### src/rtl/rfm_pkg.sv
// Shared types and constants for the radial falloff mask generator.
// Used by every module of the block; depends on nothing.
`default_nettype none
package rfm_pkg;

    localparam int RAD_W       = 8;
    localparam int IDX_W       = 9;
    localparam int ADDR_W      = 18;
    localparam int SQ_W        = 20;
    localparam int ROOT_W      = 10;
    localparam int REM_W       = 11;
    localparam int SQRT_STEPS  = SQ_W / 2;
    localparam logic [RAD_W-1:0] MAX_RADIUS   = 8'd200;
    localparam logic [RAD_W-1:0] RESET_RADIUS = 8'd1;

    typedef struct packed {
        logic [SQ_W-1:0]   rad;
        logic [REM_W-1:0]  rem;
        logic [ROOT_W-1:0] root;
        logic [ADDR_W-1:0] addr;
        logic              grid;
    } sqrt_cell_t;

endpackage
`default_nettype wire

### src/rtl/radial_falloff_mask_generator.sv
// Top level of the radial falloff mask generator: radius register, front
// stages, square root cell chain and output register. Uses rfm_pkg,
// rfm_front and rfm_sqrt_cell.
//
// The block takes one coordinate item per cycle and returns one mask pixel
// per item, in order, after it passes fourteen register stages: three front
// stages, ten square root cells (one root bit each) and the output register,
// the first of which loads at the accepting edge. Throughput is one item per
// clock as long as m_ready stays high. The radius register must only be
// written while no item is in flight; a zero write is ignored and writes
// above 200 store 200.
`default_nettype none
module radial_falloff_mask_generator (
    input  wire logic                        aclk,
    input  wire logic                        aresetn,
    input  wire logic                        cfg_valid,
    output logic                             cfg_ready,
    input  wire logic [rfm_pkg::RAD_W-1:0]   cfg_data,
    input  wire logic                        s_valid,
    output logic                             s_ready,
    input  wire logic [rfm_pkg::IDX_W-1:0]   s_row_index,
    input  wire logic [rfm_pkg::IDX_W-1:0]   s_col_index,
    output logic                             m_valid,
    input  wire logic                        m_ready,
    output logic [rfm_pkg::RAD_W-1:0]        m_intensity,
    output logic                             m_inside_res,
    output logic [rfm_pkg::ADDR_W-1:0]       m_pixel_address,
    output logic                             m_in_grid
);

    logic [rfm_pkg::RAD_W-1:0] radius_reg;
    logic [rfm_pkg::RAD_W-1:0] radius_next;

    rfm_pkg::sqrt_cell_t chain_data [rfm_pkg::SQRT_STEPS+1];
    logic                chain_valid [rfm_pkg::SQRT_STEPS+1];
    logic                chain_ready [rfm_pkg::SQRT_STEPS+1];

    logic                       out_valid_reg;
    logic                       out_load;
    logic [rfm_pkg::ROOT_W-1:0] root_dist;
    logic                       inside_next;
    logic [rfm_pkg::RAD_W-1:0]  intensity_next;
    logic [rfm_pkg::RAD_W-1:0]  intensity_reg;
    logic                       inside_reg;
    logic [rfm_pkg::ADDR_W-1:0] addr_reg;
    logic                       grid_reg;

    assign cfg_ready = 1'b1;

    always_comb begin
        radius_next = radius_reg;
        if (cfg_data != '0) begin
            radius_next = (cfg_data > rfm_pkg::MAX_RADIUS) ? rfm_pkg::MAX_RADIUS : cfg_data;
        end
    end

    always_ff @(posedge aclk) begin
        if (!aresetn) begin
            radius_reg <= rfm_pkg::RESET_RADIUS;
        end else if (cfg_valid) begin
            radius_reg <= radius_next;
        end
    end

    rfm_front u_front (
        .aclk      (aclk),
        .aresetn   (aresetn),
        .radius    (radius_reg),
        .in_valid  (s_valid),
        .in_ready  (s_ready),
        .row_index (s_row_index),
        .col_index (s_col_index),
        .out_valid (chain_valid[0]),
        .out_ready (chain_ready[0]),
        .out_data  (chain_data[0])
    );

    for (genvar i = 0; i < rfm_pkg::SQRT_STEPS; i++) begin : g_cell
        rfm_sqrt_cell u_cell (
            .aclk      (aclk),
            .aresetn   (aresetn),
            .in_valid  (chain_valid[i]),
            .in_ready  (chain_ready[i]),
            .in_data   (chain_data[i]),
            .out_valid (chain_valid[i+1]),
            .out_ready (chain_ready[i+1]),
            .out_data  (chain_data[i+1])
        );
    end

    assign out_load = !out_valid_reg || m_ready;
    assign chain_ready[rfm_pkg::SQRT_STEPS] = out_load;

    always_comb begin
        root_dist      = chain_data[rfm_pkg::SQRT_STEPS].root;
        inside_next    = root_dist <= rfm_pkg::ROOT_W'(radius_reg);
        intensity_next = inside_next ? (radius_reg - root_dist[rfm_pkg::RAD_W-1:0]) : '0;
    end

    always_ff @(posedge aclk) begin
        if (!aresetn) begin
            out_valid_reg <= 1'b0;
        end else if (out_load) begin
            out_valid_reg <= chain_valid[rfm_pkg::SQRT_STEPS];
        end
    end

    always_ff @(posedge aclk) begin
        if (out_load && chain_valid[rfm_pkg::SQRT_STEPS]) begin
            intensity_reg <= intensity_next;
            inside_reg    <= inside_next;
            addr_reg      <= chain_data[rfm_pkg::SQRT_STEPS].addr;
            grid_reg      <= chain_data[rfm_pkg::SQRT_STEPS].grid;
        end
    end

    assign m_valid         = out_valid_reg;
    assign m_intensity     = intensity_reg;
    assign m_inside_res    = inside_reg;
    assign m_pixel_address = addr_reg;
    assign m_in_grid       = grid_reg;

endmodule
`default_nettype wire

### src/rtl/rfm_front.sv
// Front stages: centers the indices, forms address and grid flag, squares
// and sums the offsets. Depends on rfm_pkg.
`default_nettype none
module rfm_front (
    input  wire logic                        aclk,
    input  wire logic                        aresetn,
    input  wire logic [rfm_pkg::RAD_W-1:0]   radius,
    input  wire logic                        in_valid,
    output logic                             in_ready,
    input  wire logic [rfm_pkg::IDX_W-1:0]   row_index,
    input  wire logic [rfm_pkg::IDX_W-1:0]   col_index,
    output logic                             out_valid,
    input  wire logic                        out_ready,
    output rfm_pkg::sqrt_cell_t              out_data
);

    logic [rfm_pkg::IDX_W-1:0]  centre;
    logic [rfm_pkg::IDX_W-1:0]  side;
    logic [rfm_pkg::IDX_W-1:0]  dx_next;
    logic [rfm_pkg::IDX_W-1:0]  dy_next;
    logic [rfm_pkg::ADDR_W-1:0] addr_next;
    logic                       grid_next;

    logic                       s1_valid_reg;
    logic [rfm_pkg::IDX_W-1:0]  dx_reg;
    logic [rfm_pkg::IDX_W-1:0]  dy_reg;
    logic [rfm_pkg::ADDR_W-1:0] s1_addr_reg;
    logic                       s1_grid_reg;
    logic                       s1_ready;

    logic                       s2_valid_reg;
    logic [rfm_pkg::SQ_W-1:0]   dx_sq_reg;
    logic [rfm_pkg::SQ_W-1:0]   dy_sq_reg;
    logic [rfm_pkg::ADDR_W-1:0] s2_addr_reg;
    logic                       s2_grid_reg;
    logic                       s2_ready;

    logic                       s3_valid_reg;
    logic [rfm_pkg::SQ_W-1:0]   sum_reg;
    logic [rfm_pkg::ADDR_W-1:0] s3_addr_reg;
    logic                       s3_grid_reg;
    logic                       s3_ready;

    always_comb begin
        centre    = rfm_pkg::IDX_W'(radius) + 9'd1;
        side      = {centre[rfm_pkg::IDX_W-2:0], 1'b0};
        dx_next   = (row_index >= centre) ? (row_index - centre) : (centre - row_index);
        dy_next   = (col_index >= centre) ? (col_index - centre) : (centre - col_index);
        addr_next = rfm_pkg::ADDR_W'(rfm_pkg::ADDR_W'(row_index) * rfm_pkg::ADDR_W'(side))
                  + rfm_pkg::ADDR_W'(col_index);
        grid_next = (row_index < side) && (col_index < side);
    end

    assign s3_ready = !s3_valid_reg || out_ready;
    assign s2_ready = !s2_valid_reg || s3_ready;
    assign s1_ready = !s1_valid_reg || s2_ready;
    assign in_ready = s1_ready;

    always_ff @(posedge aclk) begin
        if (!aresetn) begin
            s1_valid_reg <= 1'b0;
            s2_valid_reg <= 1'b0;
            s3_valid_reg <= 1'b0;
        end else begin
            if (s1_ready) begin
                s1_valid_reg <= in_valid;
            end
            if (s2_ready) begin
                s2_valid_reg <= s1_valid_reg;
            end
            if (s3_ready) begin
                s3_valid_reg <= s2_valid_reg;
            end
        end
    end

    always_ff @(posedge aclk) begin
        if (s1_ready && in_valid) begin
            dx_reg      <= dx_next;
            dy_reg      <= dy_next;
            s1_addr_reg <= addr_next;
            s1_grid_reg <= grid_next;
        end
        if (s2_ready && s1_valid_reg) begin
            dx_sq_reg   <= rfm_pkg::SQ_W'(dx_reg) * rfm_pkg::SQ_W'(dx_reg);
            dy_sq_reg   <= rfm_pkg::SQ_W'(dy_reg) * rfm_pkg::SQ_W'(dy_reg);
            s2_addr_reg <= s1_addr_reg;
            s2_grid_reg <= s1_grid_reg;
        end
        if (s3_ready && s2_valid_reg) begin
            sum_reg     <= dx_sq_reg + dy_sq_reg;
            s3_addr_reg <= s2_addr_reg;
            s3_grid_reg <= s2_grid_reg;
        end
    end

    assign out_valid     = s3_valid_reg;
    assign out_data.rad  = sum_reg;
    assign out_data.rem  = '0;
    assign out_data.root = '0;
    assign out_data.addr = s3_addr_reg;
    assign out_data.grid = s3_grid_reg;

endmodule
`default_nettype wire

### src/rtl/rfm_sqrt_cell.sv
// One cell of the square root chain: resolves one root bit from the next
// two radicand bits and passes the item on. Depends on rfm_pkg.
`default_nettype none
module rfm_sqrt_cell (
    input  wire logic                 aclk,
    input  wire logic                 aresetn,
    input  wire logic                 in_valid,
    output logic                      in_ready,
    input  wire rfm_pkg::sqrt_cell_t  in_data,
    output logic                      out_valid,
    input  wire logic                 out_ready,
    output rfm_pkg::sqrt_cell_t       out_data
);

    logic                 valid_reg;
    rfm_pkg::sqrt_cell_t  data_reg;
    rfm_pkg::sqrt_cell_t  data_next;
    logic [rfm_pkg::REM_W+1:0] cand;
    logic [rfm_pkg::REM_W+1:0] trial;
    logic [rfm_pkg::REM_W+2:0] diff;

    always_comb begin
        cand      = {in_data.rem, in_data.rad[rfm_pkg::SQ_W-1 -: 2]};
        trial     = {1'b0, in_data.root, 2'b01};
        diff      = {1'b0, cand} - {1'b0, trial};
        data_next = in_data;
        data_next.rad = {in_data.rad[rfm_pkg::SQ_W-3:0], 2'b00};
        if (!diff[rfm_pkg::REM_W+2]) begin
            data_next.rem  = diff[rfm_pkg::REM_W-1:0];
            data_next.root = {in_data.root[rfm_pkg::ROOT_W-2:0], 1'b1};
        end else begin
            data_next.rem  = cand[rfm_pkg::REM_W-1:0];
            data_next.root = {in_data.root[rfm_pkg::ROOT_W-2:0], 1'b0};
        end
    end

    assign in_ready = !valid_reg || out_ready;

    always_ff @(posedge aclk) begin
        if (!aresetn) begin
            valid_reg <= 1'b0;
        end else if (in_ready) begin
            valid_reg <= in_valid;
        end
    end

    always_ff @(posedge aclk) begin
        if (in_ready && in_valid) begin
            data_reg <= data_next;
        end
    end

    assign out_valid = valid_reg;
    assign out_data  = data_reg;

endmodule
`default_nettype wire

### config.mk
export PLATFORM = sky130hd
export DESIGN_NAME = radial_falloff_mask_generator
export DESIGN_NICKNAME = d
export VERILOG_FILES = /design/src/rtl/rfm_pkg.sv /design/src/rtl/radial_falloff_mask_generator.sv /design/src/rtl/rfm_front.sv /design/src/rtl/rfm_sqrt_cell.sv
export SDC_FILE = /design/constraint.sdc
export NUM_CORES = 1
export LEC_CHECK = 0
export ABC_CLOCK_PERIOD_IN_PS = 7300
export BUFFER_PORTS_ARGS = -buffer_cell sky130_fd_sc_hd__buf_2
export CORE_MARGIN = 10
export CORE_UTILIZATION = 45
export CTS_CLUSTER_SIZE = 20
export DETAILED_ROUTE_END_ITERATION = 16
export PLACE_DENSITY = 0.67
export SYNTH_ARGS = -nofsm -noshare
export SYNTH_HDL_FRONTEND = slang
export SYNTH_HIERARCHICAL = 1
export SYNTH_SLANG_ARGS = --single-unit
### constraint.sdc
create_clock -name aclk -period 7.3 [get_ports aclk]
set_clock_uncertainty 0.05 [all_clocks]
set_input_delay 0.365 -clock aclk [delete_from_list [all_inputs] [get_ports aclk]]
set_output_delay 0.365 -clock aclk [all_outputs]
set_load 0.02 [all_outputs]
==> qor.txt <==
outcome: finished clean
synthesis-to-finish area growth: 10.58%
placed cell area: 38,370 um2
Worst Hold Class: in2reg
Nets: 3,420
critical path type: reg2reg
maxcap violations: 0
CP max stage cell: xor2_1
Overall Power: 12,630 uW
multi-input logic area: 15,580 um2
final worst-path cycle share: 0.9217
max incr delay on CP: 0.58 ns
TritonCTS Sinks: 657
final cell utilization of the core: 0.5039
layout cells sized above 1: 0.1132
clock tree root buffer cell: clkbuf_16
Ys Warns: 6
DRT Wirelength: 64,790 um
Via density: 5.137
gr ovfl total: 0
synthesized instance count: 2,833
synthesized cell area: 36,890 um2
ant diodes: 0
initial DRC count: 1,076
critical path endpoint category: flop
Fmax: 0.1486 GHz
CTS clk-pin slew, worst paths: 0.06 ns
H-Tree Level Count: 3
Post-DRT Antenna Nets: 0
RSZ-0062 raised after global routing: false
worst slew pin tran: 1.109 ns
Pre-Repair DR Iteration Count: 5
P_leak: 0.01659 uW
CP Launch Type: flop
Rows: 104
relative slew slack: 0.2592
Hold WS: 0.04774 ns
Die Width: 306.3 um
setup tns final: 0 ns
WP data required: 7.61 ns
clk buf depth: 3
post-CTS resize count: 0
fin. max-slew vios: 0
Arrival @ worst endpoint: 7.04 ns
Wirelength per Cell: 15.91 um
Syn Area/Cell: 13.02 um2
Hold Vio Cnt, Final: 0
CP dominant cell by count: fa_1
total setup buffers inserted after CTS: 0
cts hold-fix bufs: 9
GP Congestion: 0.8812
register area: 19,510 um2
CTS tree: yes
Worst VDD drop: 0.0003510 V
DRC Markers: 0
vias in the first global route: 21,720
cell area after layout: 40,790 um2
I/O Buffers: 60
Ports: 62
Initial Util: 0.4557
max FFs per register: 479
All-Layer GR Usage: 0.1385
Final min period: 6.728 ns
Core Region: 80,940 um2
pin count of the biggest net entering global routing: 59
die footprint: 93,820 um2
critical path fanouts, max: 12
fillers: 6,714
Vias: 20,920
initial antenna violation count: 2
Power Dens Cells: 309.7 nW/um2
clock buffer count from CTS: 70
global-route wire length before repair: 107,900 um
Setup violations, final: 0
Clock Latency Late Sink: 0.62 ns
Die H: 306.3 um
cells along the critical path: buf_4 > and3_1 > nand3_1 > nor2_1 > xor2_1 > inv_1 > nor2_1 > fa_1 > fa_1 > fa_1 > inv_1 > fa_1 > inv_1 > ha_1 > or2_2 > a31oi_1 > o21bai_1 > xnor2_1 > nor4b_2 > nand2_1 > nor2_1 > nand3_1 > xnor2_1
post-DP HPWL: 49,450 um
routing by layer:
metal  track usage  share of wire  up-vias
met1        0.1743           0.45    10230
met5             0        0.00032        -
met4       0.04413          0.025        4
met3       0.02330          0.038      110
met2        0.2405           0.49      385
li1              -              -    10190
per-stage QoR:
stage	instances	setup WS [ns]
final	4073	0.5719
after global routing	4073	0.1870
after CTS	4073	0.6281
after detailed placement	3936	0.6535
after global placement	3936	0.6900
after floorplan	2854	1.107
layout make-up:
class                      instances  share of cell area
clock buffer                      87             0.04626
clock inverter                    41             0.01089
tap                             1060             0.03252
inverter                         401             0.03690
timing repair buffer              89             0.01325
multi-input combinational       1738              0.3819
sequential                       657              0.4783
critical path: cells and delay by family (launching register included):
kind	cells	cell delay [ns]
adder cells (fa/ha/maj)	5	2.39
AND/OR/NAND/NOR	9	1.72
flip-flops	1	0.38
XOR/XNOR	3	0.89
AO/OA/AOI/OAI	2	0.35
buffers and inverters	4	0.68
where the power goes:
group	total [uW]	switching, uW	internal, uW
logic	4420	2450	1970
registers	4710	112	4600
clock network	3510	1460	2050
total	12600	4020	8610
cells in the final DEF, fill, tap and decap left out, types with 11 or more instances in the layout:
cell type	n
nor2b_1	39
a211oi_2	12
o21ai_0	47
nor2_1	189
inv_1	400
o211ai_2	11
nor3_1	23
xnor2_1	120
nand2_1	114
or3_1	11
a21boi_0	15
dfxtp_1	22
a211oi_1	12
o21a_1	43
fa_1	117
clkinv_2	17
a21o_1	43
xor2_1	36
and2_1	65
o21ai_1	18
buf_2	60
nand4b_1	29
a21oi_1	104
clkbuf_1	11
mux2_4	56
mux2i_1	39
ha_1	315
nand3_1	29
edfxtp_1	635
o21bai_1	21
buf_4	20
nand2b_1	29
conb_1	23
clkbuf_16	71
a31oi_4	11
path summary, 6_finish.rpt:
kind / startpoint / end / slack [ns] / depth (start not counted)
max: radius_reg[0] / u_front/s1_addr_reg[17] / 0.57 / 23
min reg2reg: g_cell[1].u_cell/out_data[18] / g_cell[2].u_cell/out_data[18] / 0.35 / 0
max reg2reg: radius_reg[0] / u_front/s1_addr_reg[17] / 0.57 / 23
min: cfg_data[1] / radius_reg[1] / 0.05 / 3
Power figures use the tool's default switching activity.
